## config.mk

```make
export PLATFORM = sky130hd
export DESIGN_NAME = ilwi_cell
export DESIGN_NICKNAME = d
export VERILOG_FILES = /design/src/rtl/ilwi_pkg.sv /design/src/rtl/ilwi_cell.sv
export SDC_FILE = /design/constraint.sdc
export NUM_CORES = 1
export LEC_CHECK = 0
export ABC_CLOCK_PERIOD_IN_PS = 10600
export BUFFER_PORTS_ARGS = -buffer_cell sky130_fd_sc_hd__buf_2
export CORE_MARGIN = 5
export CORE_UTILIZATION = 44
export CTS_CLUSTER_SIZE = 16
export DETAILED_ROUTE_END_ITERATION = 10
export PLACE_DENSITY = 0.95
export SYNTH_ARGS = -nofsm -noshare
export SYNTH_HDL_FRONTEND = slang
export SYNTH_SLANG_ARGS = --single-unit
```

## constraint.sdc

```tcl
create_clock -name i_clk -period 10.6 [get_ports i_clk]
set_clock_uncertainty 0.2 [all_clocks]
set_input_delay 0.53 -clock i_clk [delete_from_list [all_inputs] [get_ports i_clk]]
set_output_delay 0.53 -clock i_clk [all_outputs]
set_load 0.02 [all_outputs]
```

## src/rtl/ilwi_pkg.sv

```systemverilog
// ----------------------------------------------------------------------------
// ilwi_pkg: shared types and constants for the indexed list unit
// Sizes, command and status codes, transfer payloads and the control word
// that the list broadcasts to every entry cell.
// ----------------------------------------------------------------------------
`timescale 1ns / 1ps
`default_nettype none

package ilwi_pkg;

    // List geometry.
    localparam int DEPTH      = 1024;
    localparam int DATA_WIDTH = 32;
    localparam int IDX_W      = $clog2(DEPTH);
    localparam int CNT_W      = $clog2(DEPTH + 1);

    // Fixed widths of the transfer fields.
    localparam int CMD_W   = 3;
    localparam int INDEX_W = 10;
    localparam int VALUE_W = 32;
    localparam int COUNT_W = 11;

    // Width that holds both an index and a count for range checks.
    localparam int CMP_W = CNT_W + INDEX_W;

    // Read tree geometry: groups of cells merged in the first stage.
    localparam int GRP  = 32;
    localparam int NGRP = (DEPTH + GRP - 1) / GRP;

    typedef enum logic [CMD_W-1:0] {
        CMD_APPEND = 3'd0,
        CMD_READ   = 3'd1,
        CMD_REMOVE = 3'd2,
        CMD_START  = 3'd3,
        CMD_NEXT   = 3'd4
    } t_cmd;

    typedef enum logic [1:0] {
        ST_OK    = 2'd0,
        ST_RANGE = 2'd1,
        ST_FULL  = 2'd2,
        ST_STALE = 2'd3
    } t_status;

    typedef struct packed {
        logic [CMD_W-1:0]   cmd;
        logic [INDEX_W-1:0] index;
        logic [VALUE_W-1:0] value;
    } t_in_item;

    typedef struct packed {
        logic [VALUE_W-1:0] data;
        t_status            status;
        logic [COUNT_W-1:0] count;
        logic               has_next;
    } t_out_item;

    // Control word seen by every entry cell.
    typedef struct packed {
        logic                  append;
        logic                  remove;
        logic [IDX_W-1:0]      rd_idx;
        logic [IDX_W-1:0]      wr_idx;
        logic [IDX_W-1:0]      rm_idx;
        logic [CNT_W-1:0]      cnt;
        logic [DATA_WIDTH-1:0] value;
    } t_cell_ctl;

endpackage

`default_nettype wire

```

## src/rtl/ilwi_cell.sv

```systemverilog
// ----------------------------------------------------------------------------
// ilwi_cell: one entry of the list
// Holds one element, loads it on append, takes its upper neighbor's element
// when a remove closes a gap below it, and offers it to the read tree when
// its position is selected.
// ----------------------------------------------------------------------------
`timescale 1ns / 1ps
`default_nettype none

module ilwi_cell
    import ilwi_pkg::*;
(
    input  wire logic                  i_clk,
    input  wire logic [IDX_W-1:0]      i_pos,
    input  wire t_cell_ctl             i_ctl,
    input  wire logic [DATA_WIDTH-1:0] i_next,
    output logic      [DATA_WIDTH-1:0] o_entry,
    output logic      [DATA_WIDTH-1:0] o_rd
);

    logic [DATA_WIDTH-1:0] r_entry;
    logic                  w_shift;

    // This cell moves down when it lies at or above the removed entry and
    // its upper neighbor is still inside the list.
    assign w_shift = i_ctl.remove && (i_pos >= i_ctl.rm_idx)
                  && ((CNT_W'(i_pos) + CNT_W'(1)) < i_ctl.cnt);

    // Entry storage.
    always_ff @(posedge i_clk) begin
        if (i_ctl.append && (i_pos == i_ctl.wr_idx)) begin
            r_entry <= i_ctl.value;
        end else if (w_shift) begin
            r_entry <= i_next;
        end
    end

    assign o_entry = r_entry;

    // Selected cells drive their element, all others drive zero.
    assign o_rd = (i_pos == i_ctl.rd_idx) ? r_entry : '0;

endmodule

`default_nettype wire

```

Word level (Yosys, flattened, before mapping)
Cells that the tools add are included.
{"block": "word_totals", "ff_bits": 32, "in_bits": 118, "out_inout_bits": 64, "word_cells": 13}
{"block": "op_classes", "add_sub_neg": 1, "n_lt_le_gt_ge": 2, "eq_ne": 2, "muxes": 3, "reduce_logical": 4}
{"operator": "32-bit 2-to-1 mux", "count": 3}
{"operator": "10-bit == test", "count": 2}
{"operator": "10-bit by 1-bit adder with 11-bit output, second input constant", "count": 1}
{"operator": "11-bit less-than comparator", "count": 1}
{"operator": "10-bit >= comparator", "count": 1}
{"operator": "1-bit logical AND", "count": 3}
{"operator": "2-bit nonzero test", "count": 1}

Depth between registers and ports, before layout
{"block": "depth", "ltp_word": 5, "ltp_mapped": 11, "mapped_depth_nobuf": 11}

Worst setup path before layout
No wires, ideal clock.
{"block": "synth_path", "path_kind": "input port to flip-flop", "start": "input port i_pos[2]", "end": "register r_entry[0] (netlist: o_entry[0]), enable pin", "setup_ps": 470, "t_arrival_ps": 4448, "required_ps": 9930, "setup_slack_ps": 5482, "path_stages": 11, "path_buffers": 1, "path_cell_list": "clkbuf_1 -> nand3_1 -> nor2_1 -> nand3_1 -> xnor2_1 -> ha_1 -> a21oi_1 -> nor2b_1 -> o21ai_0 -> nand3b_1 -> o31ai_1"}
{"block": "synth_between", "elab_chain_len": 4, "elab_cells_between_ends": 8, "classes_between": "1 x add/sub; 2 x order compare; 1 x eq/ne; 4 x reduce/logical"}
{"item": "from (decl)", "line_no": "ilwi_cell.sv:14", "text": "input wire logic [IDX_W-1:0] i_pos,"}
{"item": "10-bit by 1-bit adder with 11-bit output or 10-bit >= comparator (tied branches)", "line_no": "ilwi_cell.sv:27, ilwi_cell.sv:26"}
{"item": "11-bit less-than comparator or 1-bit logical AND (tied branches)", "line_no": "ilwi_cell.sv:27, ilwi_cell.sv:26"}
{"item": "1-bit logical AND", "line_no": "ilwi_cell.sv:27", "text": "&& ((CNT_W'(i_pos) + CNT_W'(1)) < i_ctl.cnt);"}
{"item": "2-bit nonzero test (no source line) *"}
{"item": "to (signal assigned)", "line_no": "ilwi_cell.sv:32", "text": "r_entry <= i_ctl.value;"}
{"item": "to (signal assigned)", "line_no": "ilwi_cell.sv:34", "text": "r_entry <= i_next;"}
{"item": "to (decl)", "line_no": "ilwi_cell.sv:21", "text": "logic [DATA_WIDTH-1:0] r_entry;"}
Every way passes the cells marked *; elsewhere a longest branch is shown, timed or not.
A chain may end at the register's enable or synchronous reset.

Worst setup path after layout
{"block": "layout_path", "start": "input port i_pos[4]", "end": "output port o_rd[12]"}
{"block": "layout_between", "elab_chain_len": 2}
{"item": "10-bit == test", "line_no": "ilwi_cell.sv:41", "text": "assign o_rd = (i_pos == i_ctl.rd_idx) ? r_entry : '0;"}
{"item": "32-bit 2-to-1 mux", "line_no": "ilwi_cell.sv:41"}
{"item": "to (decl)", "line_no": "ilwi_cell.sv:18", "text": "output logic [DATA_WIDTH-1:0] o_rd"}
No other way between the ends.

==> results by group <==
Run status
  • Status: completed

Layout
  • Final core occ: 64.4%
  • Share of cells above drive strength 1: 55.2%
  • Max FFs per register: 32
  • Finished Layout Cells: 476
  • Antenna diodes: 0
  • Synthesis-to-finish area growth: 43.4%
  • NumNets Final: 542
  • Layout fillers: 436
  • Register area: 961 um^2
  • Multi-input logic area: 1370 um^2

Logic synthesis
  • Syn Inst Count: 224
  • Post-synthesis mux area share: 14.7%
  • Syn. warnings: 0
  • Synth Cell Area: 2460 um^2
  • Post-Synth Simple-Gate Area: 15.9%
  • Synth unique cells: 30
  • Seq/Total Area, Yosys: 39.1%
  • Syn Nets: 363
  • Synth Area in XOR/XNOR: 9.97%
  • Largest family of logic cells by synthesized area: simple AND/OR/NAND/NOR gates
  • Flops & latches, synth: 32
  • Syn_area_per_cell: 11.0 um^2
  • Post-Synth Adder-Cell Area: 10.7%
  • Post-synthesis compound-gate area fraction: 3.41%

Detailed routing
  • Detailed-route via count: 2,356
  • Drt via density: 4.95
  • DRT antenna net count: 0
  • DRC viols: 0
  • Routed WL: 7240 um
  • Routed len/inst: 15.2 um
  • Pre-antenna DRT Iters: 4
  • Number of DRC markers in iteration 0: 39

STA
  • Slew headroom: 18.1%
  • Worst-margin pin slew: 1.22 ns
  • Minimum clock period: 3.30 ns
  • Max Freq: 303 MHz
  • RSZ-0062 raised after global routing: false
  • Fin crit share: 31.2%
  • Setup Viol. Count Final: 0
  • Hold Fails Final Rpt: 0
  • Worst Hold Margin: 0.354 ns
  • Final Max Tran Viols: 0
  • Final TNS setup: 0 ns

Clock network
  • H-tree Lvls: 2
  • CTS tree: done
  • CTS Hold Bufs: 0
  • CTS max path bufs: 2
  • Post_cts resized: 0
  • CTS root buffer: clkbuf_8
  • CTS Sinks: 32
  • Reg clk slew, reported paths: 0.06 ns
  • Total CTS buffers: 5
  • Post-CTS setup buffer count: 0

Global route
  • Pin count of the biggest net entering global routing: 33
  • All-layer global routing usage: 19.8%
  • First-pass GRT wire length: 11,500 um
  • Initial antenna violation count: 0
  • Total gr overflow: 0
  • Number of global-route vias before repair: 2,502

Placed design
  • GPL Wtd Cong: 0.901
  • PortBufs: 181
  • Placed instance count: 468
  • DP Wirelength: 6300 um

Die
  • Die W: 84.8 um
  • Core Rows: 27
  • Initial Utilization: 44.9%
  • Core footprint: 5470 um^2
  • Die height: 84.8 um
  • I/O pins: 182
  • Die area: 7180 um^2

Setup path
  • Critical path class: in2out
  • Worst setup EP type: output port
  • CP required: 9.87 ns
  • WP data arrival: 2.57 ns
  • Setup crit start kind: input port
  • Critical path fanouts, max: 32

Power and ir drop
  • Max VDD drop: 0.0610 mV
  • PwrDens: 103 nW/um^2
  • Pleak: 1.78 nW
  • Pwr Total: 0.362 mW

Flow run
  • Max Cap Viol: 0

Min path
  • Hold Crit Class: in2reg
[worst max-delay path: stages]
cell     delay, ns
buf_2         0.16
xnor2_1       0.22
nand4_1       0.19
nor4_4        1.01
and2_1        0.26
buf_2         0.18
[path summary, 6_finish.rpt]
check | depth (start not counted) | endpoint | startpoint | slack (ns)
max | 6 | o_rd[12] | i_pos[4] | 7.30
min | 2 | o_entry[25] | i_ctl[25] | 0.35
[report_power, final]
group / switching, mW / internal [mW] / leakage [nW]
logic: 0.0504 / 0.0423 / 1.43
registers: 0.00535 / 0.154 / 0.295
clock network: 0.0404 / 0.0696 / 0.0552
[layer usage]
layer	vias to the layer above	track usage [%]	part of all wire [%]
li1	1139	-	-
met1	1067	20.6	35
met2	128	37.3	53
met3	22	5.20	8.4
met4	0	8.20	3.1
met5	-	0	0
[cell usage after synthesis, drive strengths merged]
cell type	number	share of area [%]
a21o	1	0.31
nand2	5	0.76
xnor2	22	7.8
ha	21	11
a21oi	7	1.4
edfxtp	32	39
o21ai	2	0.41
clkbuf	6	1.0
a211o	1	0.36
nor2b	1	0.25
xor2	6	2.1
nand3b	1	0.31
and2	32	8.1
nand2b	1	0.25
mux2	32	15
and3	3	0.76
nor3	2	0.87
inv	21	3.2
o31ai	1	0.31
nand3	7	1.4
nor2	4	0.61
buf	5	2.0
nand4	7	1.8
nor4	2	0.76
a211oi	2	0.61
[stage by stage]
stage	setup WS, ns	instance area [um^2]
after floorplan	5.48	2460
after global placement	7.24	3420
after detailed placement	7.12	3420
after CTS	7.33	3520
after global routing	7.17	3520
final	7.30	3520
[cell usage in the layout (no fill, tap or decap), drive strengths merged, types with 6 or more instances in the layout]
| cell | count |
|---|---|
| xor2 | 6 |
| inv | 21 |
| nand4 | 7 |
| and2 | 32 |
| buf | 183 |
| mux2 | 32 |
| nand3 | 7 |
| xnor2 | 22 |
| ha | 21 |
| clkbuf | 6 |
| edfxtp | 32 |
| a21oi | 7 |
[cell type report]
| class | count | share of cell area, % |
|---|---|---|
| Clock buffer | 6 | 2.06 |
| Clock inverter | 2 | 0.994 |
| Inverter | 21 | 2.24 |
| Multi-Input combinational cell | 160 | 38.8 |
| Sequential cell | 32 | 27.3 |
| Tap cell | 72 | 2.56 |
| Timing Repair Buffer | 183 | 26.1 |
[cells by family (layout without fill, tap and decap cells)]
logic type | Yosys count | after routing
flip-flops | 32 | 32
multiplexers | 32 | 32
AND/OR/NAND/NOR | 65 | 65
buffers and inverters | 32 | 212
adder cells (fa/ha/maj) | 21 | 21
AO/OA/AOI/OAI | 14 | 14
XOR/XNOR | 28 | 28
Note: power is estimated with default switching activity, not from simulation.
